`config.mk`:
```
export PLATFORM = sky130hd
export DESIGN_NAME = fsim_regs
export DESIGN_NICKNAME = d
export VERILOG_FILES = /design/src/hdl/fsim_pkg.sv /design/src/hdl/fsim_regs.sv
export SDC_FILE = /design/constraint.sdc
export NUM_CORES = 1
export LEC_CHECK = 0
export BUFFER_PORTS_ARGS = -buffer_cell sky130_fd_sc_hd__buf_4
export CORE_MARGIN = 2
export CORE_UTILIZATION = 35
export CTS_CLUSTER_DIAMETER = 30
export CTS_CLUSTER_SIZE = 12
export DETAILED_ROUTE_END_ITERATION = 10
export GPL_ROUTABILITY_DRIVEN = 1
export HOLD_SLACK_MARGIN = 0.1
export PLACE_DENSITY_LB_ADDON = 0.12
export SLEW_MARGIN = 10
export SYNTH_ARGS = -nofsm -noshare
export SYNTH_HDL_FRONTEND = slang
export SYNTH_SLANG_ARGS = --single-unit
```
`constraint.sdc`:
```
create_clock -name clk -period 1.9 [get_ports clk]
set_input_delay 0.38 -clock clk [delete_from_list [all_inputs] [get_ports clk]]
set_output_delay 0.38 -clock clk [all_outputs]
set_load 0.02 [all_outputs]
```
`src/hdl/fsim_pkg.sv`:
```
// ----------------------------------------------------------------------------
// Fisheye sphere-to-image map: shared package
// Register layout, fixed-point constants, arctangent table and clamp helpers.
// ----------------------------------------------------------------------------
`default_nettype none

package fsim_pkg;

	localparam int NITER     = 24;
	localparam int ANG_W     = 29;
	localparam int SQ_STEPS  = 32;
	localparam int DIV_STEPS = 31;

	localparam logic signed [ANG_W-1:0] ANG_PI      = 29'sd52707179;
	localparam logic signed [ANG_W-1:0] ANG_HALF_PI = 29'sd26353589;
	localparam logic signed [33:0]      CORDIC_K    = 34'sd652032874;
	localparam logic signed [18:0]      ONE_Q14     = 19'sd16384;
	localparam logic signed [32:0]      SCALE_FAR   = 33'sd16384000;

	localparam logic signed [ANG_W-1:0] ATAN_TAB [NITER] = '{
		29'sd13176795, 29'sd7778716, 29'sd4110060, 29'sd2086331, 29'sd1047214,
		29'sd524117, 29'sd262123, 29'sd131069, 29'sd65536, 29'sd32768,
		29'sd16384, 29'sd8192, 29'sd4096, 29'sd2048, 29'sd1024, 29'sd512,
		29'sd256, 29'sd128, 29'sd64, 29'sd32, 29'sd16, 29'sd8, 29'sd4, 29'sd2
	};

	typedef enum logic [2:0] {
		REG_PPR      = 3'd0,
		REG_POLY     = 3'd1,
		REG_INV_NORM = 3'd2,
		REG_LIMIT    = 3'd3,
		REG_SHIFT    = 3'd4,
		REG_OFFSET   = 3'd5,
		REG_INV_SIZE = 3'd6,
		REG_CROP     = 3'd7
	} reg_idx_t;

	typedef struct packed {
		logic [23:0] ppr;
		logic [47:0] poly;
		logic [23:0] inv_norm;
		logic [19:0] limit;
		logic [31:0] shift;
		logic [31:0] offset;
		logic [47:0] inv_size;
		logic [48:0] crop;
	} cfg_t;

	function automatic logic signed [32:0] clamp_scale(input logic signed [63:0] v);
		if (v > 64'sd2147483648)
			return 33'sd2147483648;
		else if (v < -64'sd2147483648)
			return -33'sd2147483648;
		else
			return v[32:0];
	endfunction

	function automatic logic signed [39:0] clamp_pos(input logic signed [64:0] v);
		if (v > 65'sd274877906944)
			return 40'sd274877906944;
		else if (v < -65'sd274877906944)
			return -40'sd274877906944;
		else
			return v[39:0];
	endfunction

	function automatic logic signed [19:0] clamp_norm(input logic signed [65:0] v);
		if (v > 66'sd524287)
			return 20'sd524287;
		else if (v < -66'sd524288)
			return -20'sd524288;
		else
			return v[19:0];
	endfunction

endpackage

`default_nettype wire

```
`src/hdl/fsim_regs.sv`:
```
// ----------------------------------------------------------------------------
// Fisheye sphere-to-image map: configuration registers
// APB-style register file holding the eight lens and frame registers.
// ----------------------------------------------------------------------------
`default_nettype none

module fsim_regs (
	input  logic        clk,
	input  logic        arst_n,
	input  logic        psel,
	input  logic        penable,
	input  logic        pwrite,
	input  logic [5:0]  paddr,
	input  logic [63:0] pwdata,
	output logic [63:0] prdata,
	output logic        pready,
	output fsim_pkg::cfg_t cfg
);
	import fsim_pkg::*;

	cfg_t     cfg_q;
	reg_idx_t idx;
	logic     wr;

	assign pready = 1'b1;
	assign idx    = reg_idx_t'(paddr[5:3]);
	assign wr     = psel & penable & pwrite & pready;
	assign cfg    = cfg_q;

	always_ff @(posedge clk or negedge arst_n) begin
		if (!arst_n) begin
			cfg_q.ppr      <= 24'd4096;
			cfg_q.poly     <= '0;
			cfg_q.inv_norm <= 24'd16384;
			cfg_q.limit    <= 20'd1024000;
			cfg_q.shift    <= '0;
			cfg_q.offset   <= '0;
			cfg_q.inv_size <= '0;
			cfg_q.crop     <= '0;
		end else if (wr) begin
			unique case (idx)
				REG_PPR:      cfg_q.ppr      <= pwdata[23:0];
				REG_POLY:     cfg_q.poly     <= pwdata[47:0];
				REG_INV_NORM: cfg_q.inv_norm <= pwdata[23:0];
				REG_LIMIT:    cfg_q.limit    <= pwdata[19:0];
				REG_SHIFT:    cfg_q.shift    <= pwdata[31:0];
				REG_OFFSET:   cfg_q.offset   <= pwdata[31:0];
				REG_INV_SIZE: cfg_q.inv_size <= pwdata[47:0];
				REG_CROP:     cfg_q.crop     <= pwdata[48:0];
			endcase
		end
	end

	always_comb begin
		unique case (idx)
			REG_PPR:      prdata = {40'd0, cfg_q.ppr};
			REG_POLY:     prdata = {16'd0, cfg_q.poly};
			REG_INV_NORM: prdata = {40'd0, cfg_q.inv_norm};
			REG_LIMIT:    prdata = {44'd0, cfg_q.limit};
			REG_SHIFT:    prdata = {32'd0, cfg_q.shift};
			REG_OFFSET:   prdata = {32'd0, cfg_q.offset};
			REG_INV_SIZE: prdata = {16'd0, cfg_q.inv_size};
			REG_CROP:     prdata = {15'd0, cfg_q.crop};
		endcase
	end

endmodule

`default_nettype wire

```
**Yosys cells after proc, flatten, opt, wreduce, memory -nomap -nowiden**

Index checks and enable logic that the tools add are counted.

- Flip-flop bits (word level): 277
- Bits of input ports: 75
- Output and inout port bits: 342
- Word-level logic and storage cells: 27

- Equal/unequal tests: 7
- Multiplexer cells: 1
- Bitwise logic cells: 2
- Reductions and logical operators: 9

Operator list:

| cell | count |
|---|---|
| one-hot mux 64 bit (8 select lines) | 1 |
| AND reduction 2 bit | 8 |
| equality test 3 bit, second input constant | 4 |
| equality test 3 x 2 -> 1 bit, second input constant | 2 |
| equality test 3 x 1 -> 1 bit, second input constant | 1 |
| logical NOT 3 bit | 1 |
| AND 1 bit | 2 |

**Longest topological paths before layout**

- Depth after elaboration: 3
- Gate-level depth with buffers: 7
- Gate-level depth less buffers: 4

**Least setup slack after synthesis**

OpenSTA, ideal clock, no wires.

- Path type: input to output
- From: input port paddr[3]
- To: output port prdata[32]
- Arrival time: 1.635 ns
- Data required time: 1.520 ns
- Setup slack: -0.115 ns
- Cell stages on the path: 6
- Path buffers: 4
- Cell sequence: buf_6 > buf_4 > buf_4 > buf_4 > mux2i_1 > o21ai_0

- Longest elaborated chain between the ends: 2
- Elaborated cells between the ends (all ways): 9
- Classes of those cells: eq/ne: 7; mux: 1; reduce/logical: 1

Ends and longest elaborated chain:

| item | RTL line | source |
|---|---|---|
| from (decl) | fsim_regs.sv:13 | `input logic [5:0] paddr,` |
| equality test 3 bit (tied with other cells) | fsim_regs.sv:55 | `unique case (idx)` |
| one-hot mux 64 bit (8 select lines) * | fsim_regs.sv:55 |  |
| to (decl) | fsim_regs.sv:15 | `output logic [63:0] prdata,` |

Every way passes the cells marked *; elsewhere a longest branch is shown, timed or not. The select of a mux whose other input is x is not followed.

**Final worst setup path**

- From: register cfg_q (netlist bit cfg[119])
- To: output port prdata[22]

- Longest elaborated chain between the ends: 1

Ends and longest elaborated chain:

| item | RTL line | source |
|---|---|---|
| from (decl) | fsim_regs.sv:21 | `cfg_t cfg_q;` |
| one-hot mux 64 bit (8 select lines) | fsim_regs.sv:55 |  |

No other way between the ends. The select of a mux whose other input is x is not followed.

==> summary.txt <==
GRT
  • Maximum number of pins on one net before global-route repair: between 40 and 50
  • GRT met1 Usage: 30.1%
  • Grt met2 use: between 30% and 40%
  • Global routing usage on met3: under 10%
  • Overall overflow remaining after global route: 0
  • Number of global-route vias before repair: 10924
  • First-pass GRT wire length: 69100 um
  • GR peak layer: met2
  • Number of antenna violations at the first check in global routing: 0
  • Global routing usage summed across all routing layers: 24.0%

STA
  • Final count of negative-setup-slack endpoints: 25
  • Final Hold Violating Endpoints: 0
  • RSZ-0062 raised after global routing: true
  • Final total negative setup slack: -2.71 ns
  • Skew final: 0 ns
  • Share of the cycle needed by the critical path after routing: 115%
  • Final Critical Period: 2.18 ns
  • Total count of max-transition violations in the final report: 0
  • Maximum frequency from static timing analysis: around 460 MHz
  • Final setup slack of the worst path: -0.276 ns

Power
  • Combinational share of power: between 20 and 30%
  • Clock share of power: 44.0%
  • Internal power consumption: 19.7 mW
  • Register share of total power: 28.5%
  • Worst IR drop on VDD: 874 uV
  • Power spent charging and discharging nets: a little over 8 mW
  • Sum of internal, switching and leakage power: 28.0 mW
  • Leakage: 10.4 nW
  • Sw Ratio: 29.6%
  • Power density over the cells: 1340 nW/um2

Synth
  • Leading register cell type out of synthesis: sky130_fd_sc_hd__dfrtp_1
  • Biggest area contributors in the synthesized netlist: sky130_fd_sc_hd__dfrtp_1 53%, sky130_fd_sc_hd__mux2_2 22%, sky130_fd_sc_hd__mux2i_1 6.4%
  • Most common cell in the synthesized netlist: sky130_fd_sc_hd__dfrtp_1
  • Share of the synthesized area in the top cell type: between 50% and 60%
  • Leading area contributor after synthesis: sky130_fd_sc_hd__dfrtp_1
  • Count of state elements after synthesis: 277
  • List of most frequent post-synthesis cells: 269 x sky130_fd_sc_hd__dfrtp_1, 249 x sky130_fd_sc_hd__mux2_2, 81 x sky130_fd_sc_hd__mux2i_1
  • Number of flops mapped to enable cells by yosys: 0
  • Average cell area after synthesis: 14.2 um2
  • Number of standard cells after synthesis: 888
  • Asr flop ratio synth: 100%
  • Total standard cell area after synthesis: 12600 um2
  • Sequential cell area fraction in the yosys report: around 55%
  • Number of unique standard cell types used by synthesis: 39
  • Count of yosys warnings during synthesis: 0

Final layout
  • Share of post-route cells with drive strength above 1: 65.7%
  • Final non-filler cell total: 2059
  • Number of flip-flops in the largest register: 277
  • Number of nets in the final layout: roughly 1600
  • P&R area growth vs syn: 65.9%
  • Utilization after layout: between 50% and 60%
  • Fill count: 2926
  • Antenna Cells: 0

Setup path
  • Worst Path Arrival: around 1.8 ns
  • Startpoint class of the critical path: register
  • Category of the worst setup path capture point: output port
  • Largest fanout on the critical path: 2
  • Kind of critical path: reg2out
  • Worst endpoint required time: between 1.5 and 2 ns

Outcome
  • Run status: finished with violations
  • Violations in the final reports: setup timing

Detailed routing
  • Aggregate routed wire length: about 45000 um
  • Initial drt markers: just under 300
  • Mean routed wirelength per cell: 22.1 um
  • Via count: 10178
  • Routed via count divided by cell count: 4.94
  • Count of TritonRoute iterations in the first routing pass: 4
  • Number of nets with antenna violations after routing: 0
  • Remaining DRCs: 0

CTS
  • Clock insertion delay at the later pin of the skew report: 0.55 ns
  • TritonCTS clock tree: done
  • Clk sink count: 277
  • Clock tree root buffer cell: sky130_fd_sc_hd__clkbuf_16
  • H-Tree Depth: 3
  • Number of clock buffers inserted by TritonCTS: between 70 and 80
  • CTS Buffer Depth: 3
  • Clock edge transition at the registers on the reported setup and hold paths: ~0.050 ns

Placement
  • Port Buf Inserts: between 300 and 400
  • Post-DP HPWL: ~30000 um
  • Final weighted congestion in routability-driven placement: 0.790
  • Worst setup slack after placement: -0.159 ns
  • Placed instance count: 1749

Floorplan
  • Number of primary I/O pins: about 420
  • Core Rows: 69
  • Area inside the core boundary: 35600 um2
  • Die area: ~38000 um2
  • Horizontal die dimension: a little under 200 um
  • Initial core utilization: between 30 and 40%
  • Vert. Die Dim: 194 um

Hold path
  • Path category of the worst min-delay check: in2reg

Run
  • Max-Cap Viols: 0
[logic make-up after synthesis]
kind of cell / Yosys count / share of synthesized area [%]
AO/OA/AOI/OAI: 97 / 5.46
AND/OR/NAND/NOR: 68 / 2.47
other: 2 / 0.0595
multiplexers: 367 / 33.3
buffers and inverters: 77 / 3.73
flip-flops: 277 / 55.0
[critical path, stage by stage, from the launching register on]
cell                      delay [ns]
sky130_fd_sc_hd__dfrtp_1        0.38
sky130_fd_sc_hd__mux4_2         0.45
sky130_fd_sc_hd__mux2_4         0.28
sky130_fd_sc_hd__buf_6          0.13
[final timing paths]
kind | startpoint | end | slack (ns) | cells past startpoint
max | cfg[119]$_DFFE_PN0P_ | prdata[22] | -0.28 | 3
min in group asynchronous | arst_n | cfg[78]$_DFFE_PN0P_ | 0.34 | 2
min reg2reg | cfg[91]$_DFFE_PN0P_ | cfg[91]$_DFFE_PN0P_ | 0.51 | 1
min | pwdata[0] | cfg[161]$_DFFE_PN0P_ | 0.13 | 2
max reg2reg | cfg[30]$_DFFE_PN0P_ | cfg[30]$_DFFE_PN0P_ | 0.88 | 3
max in group asynchronous | arst_n | cfg[168]$_DFFE_PN0P_ | 0.86 | 4
[cell usage in the layout, fill, tap and decap left out, drive strengths merged, types with 4 or more instances in the layout]
master	Yosys	layout
nor2	31	31
buf	68	614
o22ai	21	21
clkinvlp	0	6
o21ai	19	19
dfrtp	269	269
mux2	277	277
clkinv	0	18
mux4	9	9
bufinv	0	8
dfstp	8	8
conb	2	16
a211oi	19	19
dlygate4sd3	0	27
inv	1	5
nand2b	4	4
mux2i	81	81
clkbuf	8	95
o22a	22	22
nand2	21	21
a22o	8	8
[routing by layer]
metal,up-vias,wire [um],share of wire [%]
li1,4571,-,-
met1,5193,19200,42
met2,352,22000,48
met3,62,3240,7.1
met4,0,998,2.2
met5,-,0,0
[layout make-up]
type,instances,area [um2],area share (%)
Inverter,1,3.75,0.0179
Clock inverter,36,437,2.08
Sequential cell,277,6940,33.1
Tap cell,461,577,2.75
Timing Repair Buffer,641,5510,26.3
Multi-Input combinational cell,548,5420,25.9
Clock buffer,95,2060,9.85
[power groups by stage]
stage	registers, mW	clock network, mW	logic, mW
2_1_floorplan	9.38	0	1.99
3_3_place_gp	8.21	0	6.35
3_5_place_dp	8.23	0	6.40
4_1_cts	7.96	12.5	7.60
5_1_grt	8.13	12.9	8.12
6_report	7.98	12.3	7.69
[metrics by stage]
stage | hold WS (ns) | instance area (um2)
final | 0.125 | 21000
after global routing | 0.102 | 21000
after CTS | 0.100 | 20700
after detailed placement | 0.309 | 16700
after global placement | 0.308 | 16700
after floorplan | 0.0844 | 12700
[repair_timing]
action | in CTS | in global routing
hold buffers | 27 | 0
endpoints found under the setup margin | 46 | 48
gates resized for setup | 57 | 16
pin swaps | 48 | 19
endpoints found under the hold margin | 242 | 0
gates cloned | 2 | 0
buffers inserted | 131 | 20
No activity file was read; power rests on OpenSTA's default activity.
